===== src/rtb_pkg.sv =====
`timescale 1ns / 1ps

package rtb_pkg;

  localparam int MAX_PREFIX_LEN  = 12;
  localparam int KEY_W           = 64;
  localparam int POS_W           = 32;
  localparam int VALUE_W         = 32;
  localparam int IDX_W           = 13;
  localparam int MODE_W          = 2;
  localparam int PREFIX_W        = 4;
  localparam int STORE_DEPTH     = (1 << MAX_PREFIX_LEN) + 1;
  localparam int APB_ADDR_W      = 3;
  localparam int APB_DATA_W      = 32;

  localparam logic [PREFIX_W-1:0] PREFIX_RESET = 4'd8;

  // Register index within the configuration map.
  localparam logic REG_PREFIX_LEN = 1'b0;

  // Item operation codes.
  localparam logic [MODE_W-1:0] MODE_ADD    = 2'd0;
  localparam logic [MODE_W-1:0] MODE_FINISH = 2'd1;
  localparam logic [MODE_W-1:0] MODE_READ   = 2'd2;

  typedef enum logic [2:0] {
    ST_CLEAR,
    ST_IDLE,
    ST_EXEC,
    ST_NEWB,
    ST_FILL,
    ST_READ,
    ST_RESULT
  } state_e;

  typedef struct packed {
    logic clr_write;
    logic latch_in;
    logic new_build;
    logic key_step;
    logic fin_step;
    logic fill_write;
    logic rd_issue;
    logic load_out;
  } cmd_t;

  typedef struct packed {
    logic              clr_last;
    logic [MODE_W-1:0] mode;
    logic              done;
    logic              bucket_differs;
    logic              fin_nonempty;
    logic              fill_last;
    logic              out_free;
  } status_t;

endpackage


===== src/rtb_ctrl.sv =====
`timescale 1ns / 1ps

module rtb_ctrl import rtb_pkg::*; (
  input  logic    clk_i,
  input  logic    rst_ni,
  input  logic    in_valid_i,
  output logic    in_ready_o,
  input  status_t status_i,
  output cmd_t    cmd_o
);

  state_e state_q, state_d;

  always_ff @(posedge clk_i or negedge rst_ni) begin
    if (!rst_ni) begin
      state_q <= ST_CLEAR;
    end else begin
      state_q <= state_d;
    end
  end

  always_comb begin
    state_d = state_q;
    case (state_q)
      ST_CLEAR: begin
        if (status_i.clr_last) state_d = ST_IDLE;
      end
      ST_IDLE: begin
        if (in_valid_i) state_d = ST_EXEC;
      end
      ST_EXEC: begin
        case (status_i.mode)
          MODE_ADD: begin
            if (status_i.done) begin
              state_d = ST_NEWB;
            end else if (status_i.bucket_differs) begin
              state_d = ST_FILL;
            end else begin
              state_d = ST_RESULT;
            end
          end
          MODE_FINISH: begin
            state_d = status_i.fin_nonempty ? ST_FILL : ST_RESULT;
          end
          MODE_READ: state_d = ST_READ;
          default:   state_d = ST_RESULT;
        endcase
      end
      // After the new-build cleanup the key is handled as in any open build.
      ST_NEWB: state_d = ST_EXEC;
      ST_FILL: begin
        if (status_i.fill_last) state_d = ST_RESULT;
      end
      ST_READ: state_d = ST_RESULT;
      ST_RESULT: begin
        if (status_i.out_free) state_d = ST_IDLE;
      end
      default: state_d = ST_CLEAR;
    endcase
  end

  always_comb begin
    cmd_o      = '0;
    in_ready_o = 1'b0;
    case (state_q)
      ST_CLEAR: cmd_o.clr_write = 1'b1;
      ST_IDLE: begin
        in_ready_o     = 1'b1;
        cmd_o.latch_in = in_valid_i;
      end
      ST_EXEC: begin
        case (status_i.mode)
          MODE_ADD:    cmd_o.key_step = !status_i.done;
          MODE_FINISH: cmd_o.fin_step = 1'b1;
          MODE_READ:   cmd_o.rd_issue = 1'b1;
          default:     cmd_o = '0;
        endcase
      end
      ST_NEWB:   cmd_o.new_build  = 1'b1;
      ST_FILL:   cmd_o.fill_write = 1'b1;
      ST_READ:   cmd_o = '0;
      ST_RESULT: cmd_o.load_out   = status_i.out_free;
      default:   cmd_o = '0;
    endcase
  end

endmodule


===== config.mk =====
export PLATFORM = sky130hd
export DESIGN_NAME = rtb_ctrl
export DESIGN_NICKNAME = d
export VERILOG_FILES = /design/src/rtb_pkg.sv /design/src/rtb_ctrl.sv
export SDC_FILE = /design/constraint.sdc
export NUM_CORES = 1
export LEC_CHECK = 0
export ABC_AREA = 1
export BUFFER_PORTS_ARGS = -buffer_cell sky130_fd_sc_hd__buf_4
export CORE_AREA = 2 2 39 41
export DETAILED_ROUTE_END_ITERATION = 10
export DIE_AREA = 0 0 41 43
export GPL_ROUTABILITY_DRIVEN = 0
export PLACE_DENSITY = 0.62
export SETUP_SLACK_MARGIN = 0.3
export SYNTH_ARGS = -nofsm -noshare
export SYNTH_HDL_FRONTEND = slang
export SYNTH_SLANG_ARGS = --single-unit

===== constraint.sdc =====
create_clock -name clk_i -period 1.64 [get_ports clk_i]
set_input_delay 0.246 -clock clk_i [delete_from_list [all_inputs] [get_ports clk_i]]
set_output_delay 0.246 -clock clk_i [all_outputs]
set_load 0.01 [all_outputs]

; ---- After elaboration in Yosys (flattened, before gate mapping)
; Cells that the tools add are included.
[classes]
addsub = 0
multipliers = 0
div_mod_pow = 0
order_cmp = 0
n_eq_ne = 12
shifts = 0
muxes = 20
bitwise_logic = 0
reduce_logical = 4
[ops]
columns = cell, count
row1 = $pmux W3 S7, 1
row2 = $mux W3, 5
row3 = $mux W1, 10
row4 = $eq A3 B3 Y1 const B, 3
row5 = $pmux W3 S3, 1
row6 = $ne A2 B2 Y1 const B, 4
row7 = $eq A3 B2 Y1 const B, 2
row8 = $mux W2, 3
row9 = $reduce_and A4 Y1, 1
row10 = $eq A3 B1 Y1 const B, 1
row11 = $logic_not A3 Y1, 1
row12 = $eq A2 B1 Y1 const B, 1
row13 = $eq A2 B2 Y1 const B, 1
row14 = $logic_not A2 Y1, 1
row15 = $logic_not A1 Y1, 1
[totals]
reg_bits = 3
latch_bits = 0
mem_bits_rw = 0
romBits = 0
input_bits = 11
out_inout_bits = 9
n_memories = 0

; ---- Longest topological paths before layout
; Gate-level depths: netlist of the first run.
[logic_depth]
ltp_word = 4
depth_mapped = 8

; ---- Least setup slack after synthesis of the first run
; No wires, ideal clock.
[synth_path]
path_type = flip-flop to output port
from = reg state_q[2]
to = out cmd_o[6] (netlist name)
arrival_ps = 932
required_ps = 1394
slack_ps = 462
stages_incl_launch_ff = 5
path_cell_list = dfrtp_1 buf_4 nor2_2 inv_1 nor3_1
[synth_rtl]
columns = element, line_no
row1 = start: declaration, rtb_ctrl.sv:12  ; state_e state_q, state_d;
row2 = start signal: assignment, rtb_ctrl.sv:18  ; state_q <= state_d;
row3 = end: declaration, rtb_ctrl.sv:9  ; output cmd_t cmd_o

==> results of run 1 <==
## path summary, 6_finish.rpt
check	from	endpoint	slack, ps
hold reg to reg	state_q[1]	state_q[0]	640
hold / removal	in_valid_i	state_q[0]	340
min in group asynchronous	rst_ni	state_q[1]	350
setup reg to reg	state_q[1]	state_q[2]	440
setup / recovery	state_q[2]	cmd_o[4]	230
max in group asynchronous	rst_ni	state_q[2]	1190
## Yosys cell counts
library cell / count
nand2_1: 24
inv_1: 14
nor2_1: 9
ha_1: 4
dfrtp_1: 3
nand3_1: 3
a21oi_1: 2
inv_2: 2
nor2_2: 2
nor3_1: 2
buf_4: 1
nand4_1: 1
nor3_2: 1
nor4_1: 1
o21bai_1: 1
## cell families after synthesis
group | after synthesis | share of synthesized area, %
simple gates | 43 | 46.7
flops | 3 | 19.0
buf+inv | 17 | 17.1
fa+ha+maj | 4 | 12.7
compound gates | 3 | 4.45
## per-layer routing
layer / global-route usage, % / part of all wire (%) / up-vias
met3: 0.524 / 4.4 / 0
met4: 4.00 / 0 / 0
met2: 24.7 / 54 / 13
li1: - / - / 266
met5: 0 / 0 / -
met1: 16.2 / 41 / 223
## timing repair
| action | CTS | global route |
|---|---|---|
| endpoints found under the hold margin | 3 | 0 |
| cloned | 0 | 0 |
| resized for setup | 9 | 1 |
| endpoints found under the setup margin | 8 | 9 |
| pin swaps | 2 | 1 |
| hold buffers | 1 | 0 |
| buffers inserted | 4 | 2 |
## final cells by class
cell class | instances | area, um2
Clock buffer | 4 | 26.3
Fill cell | 152 | 729
Inverter | 16 | 62.6
Multi-Input combinational cell | 50 | 269
Sequential cell | 3 | 78.8
Tap cell | 16 | 20.0
Timing Repair Buffer | 26 | 198
## power groups by stage
stage,Sequential [W],Clock [W],Combinational (W)
after global routing,0.000186,0.000132,0.000682
after detailed placement,0.000174,0,0.000461
final,0.000178,0.000131,0.000620
after global placement,0.000172,0,0.000460
after floorplan,0.000146,0,0.000333
after CTS,0.000174,0.000130,0.000587
## through the flow
step	setup slack (ps)	hold slack (ps)	instances
floorplan	462	-49.6	70
global placement	343	36.0	104
detailed placement	338	35.8	104
CTS	240	339	113
global route	174	375	115
finish	231	339	115
## worst max-delay path, delay by kind of cell, from the launching register on
| kind | cells | cell delay (ps) |
|---|---|---|
| buf+inv | 2 | 180 |
| flops | 1 | 450 |
| simple gates | 2 | 300 |
==> run metrics, run 1 <==
drt first pass iters 4; I/O Buffers 19; Root Buffer clkbuf_4; Via density around 4.4; largest net degree at the start of global routing 7; H-tree levels 1; Die Span X about 41 um; Setup Crit Path Kind flop to primary output; CTS tree yes; global-route wire length before repair approximately 1.8 mm; clock sink count 3; setup violation total in the final timing report 0; Cell Int Power approximately 0.0005 W; fin nets roughly 120; GRT Util Overall 13.7%; commonest non-fill, non-tap cell in the layout buf_4; clock buffer depth 2; power share of the combinational group around two thirds; layout cell share with drive strength beyond 1 41.4%; Iteration-0 DRC Markers 6; Clock Skews between 0.8 and 0.9 ps; Avg WL per Cell around 9.6 um; via count approximately 500; final hold vios 0; final WL between 1 and 1.5 mm; Worst-Skew Late Latency 230 ps; Largest register FFs 3; sum of negative setup slack 0 ps; CP max-delay cell dfrtp_2; count of cell types in the netlist 15; # DRC 0; Slew @ Worst Pin a little over 200 ps; max-slew violations 0; Hold Path Class primary input to flop; Worst VDD drop roughly 0.5 mV; Core Box Area ~0.0014 mm2; Yosys Warn Count 0; Initial Utilization 28.5%; initial antenna violation count 0; diodes inserted 0; headroom to the max-slew limit between 80% and 90%; Max Freq between 0.7 and 0.8 GHz; Syn Inst Count 70; DRT antenna net count 0; Pwr Total roughly 0.00093 W; Die Ht between 40 and 50 um; Post-Syn Nets between 80 and 90; hold depth 4; Core Rows 14; cell taking the most area after synthesis nand2_1; sw power 0.000433 W; Util after Layout 47.3%; Mapped Area slightly below 400 um2; sequential fraction of the synthesis area about a fifth; TritonCTS Buffers 3; startpoint type of the worst setup path flop; final worst path period need between 1000 and 1500 ps; Worst Reg2Reg Path Length in Cells 7; top cell type's share of synthesized area 22.9%; highest-count cells in the layout ignoring fill and taps buf_4 (25), nand2_1 (24), inv_1 (11); cell area after layout roughly 650 um2; clock share of power about 14%; crit-path max FO 4; io pins 20; post-route clock period utilization a little under nine tenths; Yosys reg bits 3; Worst Path Required 1390 ps; Avg Inst Size Synth 5.63 um2; Cell Chain, Critical Path nor3_4 -> inv_2 -> nor2_1 -> buf_4; Regs by FF count state_q (3); RSZ-0062 raised after global routing yes; CP peak stage delay 450 ps; top cells by area, synth nand2_1 (23%), dfrtp_1 (19%), inv_1 (13%), ha_1 (13%), nor2_1 (8.6%); CP endpoint kind primary output; Lkg Pwr 0.399 nW; max_cap viols 0; die area approximately 0.0018 mm2; Flop pwr share 19.2%; dpl hpwl roughly 740 um; Placed Area between 500 and 600 um2; Biggest register state_q; total congestion overflow 0; Clk pin slew, worst setup/hold paths roughly 40 ps; number of global-route vias before repair 459; switching share of power a little under half; P&R area growth vs syn 66.0%; outcome complete, no violations; Power Density approximately 1400 mW/mm2; Crit path arrival time 1160 ps
Power figures use the tool's default switching activity.
==> run 2: changes to the inputs <==
==> constraint.sdc (replaced) <==
create_clock -name clk_i -period 1.64 [get_ports clk_i]
set_input_delay 0.164 -clock clk_i [delete_from_list [all_inputs] [get_ports clk_i]]
set_output_delay 0.164 -clock clk_i [all_outputs]
set_load 0.01 [all_outputs]
==> run metrics, run 2 (synthesis gave the netlist of run 1 again) <==
highest-count cells in the layout ignoring fill and taps nand2_1 (24), buf_4 (21), inv_1 (12); fin nets 111 (-3.5%); Regs by FF count state_q (3); final WL 1.04 mm (-5.3%); drt first pass iters 4 (unchanged); crit-path max FO 4 (unchanged); post-route clock period utilization 83.2% (-2.7 points); Lkg Pwr 0.381 nW (-4.6%); Biggest register state_q; Clock Skews 4.16 ps (+3.27 ps); Power Density 1400 mW/mm2 (-1.6%); Hold Path Class primary input to flop; Pwr Total 0.000870 W (-6.3%); hold depth 4 (unchanged); DRT antenna net count 0 (unchanged); Worst Reg2Reg Path Length in Cells 7 (unchanged); max_cap viols 0 (unchanged); clock buffer depth 2 (unchanged); Slew @ Worst Pin 270 ps (+66.4 ps); sw power 0.000421 W (-2.7%); r2r startpoint state_q[1]; Worst R2R End state_q[2]; clock share of power 15.3% (+1.2 points); total congestion overflow 0 (unchanged); largest net degree at the start of global routing 7 (unchanged); sum of negative setup slack 0 ps (unchanged); Worst VDD drop 0.504 mV (+0.38%); Cell Chain, Critical Path inv_1 -> nor4_1 -> buf_4; clock sink count 3 (unchanged); commonest non-fill, non-tap cell in the layout nand2_1; die area 0.00176 mm2 (unchanged); reg2reg setup slack 430 ps (about the same); global-route wire length before repair 1.65 mm (-5.9%); Worst Path Required 1480 ps (+90 ps); CP peak stage delay 430 ps (-20 ps); headroom to the max-slew limit 81.9% (-4.5 points); TritonCTS Buffers 3 (unchanged); io pins 20 (unchanged); Worst-Skew Late Latency 230 ps (about the same); CP max-delay cell dfrtp_2; # DRC 0 (unchanged); switching share of power 48.4% (+1.8 points); Avg WL per Cell 9.38 um (-1.9%); CTS tree yes; Core Box Area 0.00138 mm2 (unchanged); I/O Buffers 19 (unchanged); setup violation total in the final timing report 0 (unchanged); Setup Crit Path Kind flop to primary output; Largest register FFs 3 (unchanged); final hold vios 0 (unchanged); via count 500 (-0.40%); Crit path arrival time 1200 ps (+40 ps); diodes inserted 0 (unchanged); Flop pwr share 20.2% (+1.0 points); Core Rows 14 (unchanged); dpl hpwl 744 um (unchanged); startpoint type of the worst setup path flop; RSZ-0062 raised after global routing yes; Clk pin slew, worst setup/hold paths 40 ps (about the same); H-tree levels 1 (unchanged); hold path endpoint state_q[0]; Die Ht 43 um (unchanged); final worst path period need 1360 ps (-44.5 ps); max-slew violations 0 (unchanged); P&R area growth vs syn 58.1%; number of global-route vias before repair 434 (-5.4%); outcome complete, no violations; GRT Util Overall 13.0% (-0.70 points); hold path startpoint in_valid_i; layout cell share with drive strength beyond 1 36.8% (-4.6 points); Cell Int Power 0.000449 W (-9.5%); CP endpoint kind primary output; Max Freq 0.733 GHz (+3.3%); initial antenna violation count 0 (unchanged); Via density 4.50 (+3.2%); Iteration-0 DRC Markers 15 (+9); Die Span X 41 um (unchanged); Initial Utilization 28.5% (unchanged); Root Buffer clkbuf_4; power share of the combinational group 64.5% (-2.2 points)
## run 2: cell count changes in the layout (fill, tap and decap cells not counted)
| cell | change |
|---|---|
| inv_1 | +1 |
| nor4_1 | +1 |
| buf_4 | -4 |
| nor4_2 | -1 |
| inv_2 | -1 |
| nor2_2 | -1 |
| nor2_4 | +1 |
## run 2: worst max-delay path by stage
stage,slack (ps),cells after the start,to,from
final,280,3,cmd_o[0],state_q[2]
after global routing,240,5,cmd_o[3],state_q[1]
after CTS,310,5,cmd_o[4],state_q[1]
after detailed placement,420,3,cmd_o[0],state_q[2]
after global placement,430,3,cmd_o[0],state_q[2]
after floorplan,540,4,cmd_o[6],state_q[2]
## run 2: metal layers
metal  wire length, um  vias up  GRT usage [%]  share of wire (%)
met2               550       21           22.8                 53
li1                  -      260              -                  -
met5                 0        -              0                  0
met1               406      219           15.9                 39
met3                84        0          0.524                8.1
met4                 0        0           4.00                  0
## run 2: timing repair
| item | in CTS | in global routing |
|---|---|---|
| setup endpoints to repair | 5 | 5 |
| endpoints found under the hold margin | 3 | 0 |
| resized for setup | 3 | 6 |
| pin swaps | 1 | 1 |
| hold buffers | 1 | 0 |
| setup buffers | 2 | 0 |
## run 2: critical path, delay by kind of cell (launching register included)
kind	cells	cell delay, ps
AND/OR/NAND/NOR	1	270
flip-flops	1	430
buffers and inverters	2	280
## run 2: layout make-up
class	instances	area (um2)
clock buffers	4	26.3
fillers	149	761
inverters	16	62.6
multi-input cells	50	268
flip-flops and latches	3	78.8
well taps	16	20.0
repair buffers	22	168
## run 2: power groups by stage
stage	combinational [W]	sequential [W]	clock, W
6_report	0.000561	0.000176	0.000133
5_1_grt	0.000621	0.000182	0.000132
4_1_cts	0.000524	0.000160	0.000130
3_5_place_dp	0.000461	0.000174	0
3_3_place_gp	0.000460	0.000172	0
2_1_floorplan	0.000333	0.000146	0
## run 2: stage by stage
stage / cells / instance area, um2 / utilization [%] / hold WS [ps] / worst slack, ps
2_1_floorplan: 70 / 394 / - / -132 / 544
3_3_place_gp: 104 / 549 / 39.7 / -46.0 / 425
3_5_place_dp: 104 / 549 / 39.7 / -46.2 / 420
6_report: 111 / 623 / 45.0 / 257 / 275
4_1_cts: 111 / 604 / 43.7 / 246 / 309
5_1_grt: 111 / 623 / 45.0 / 293 / 240
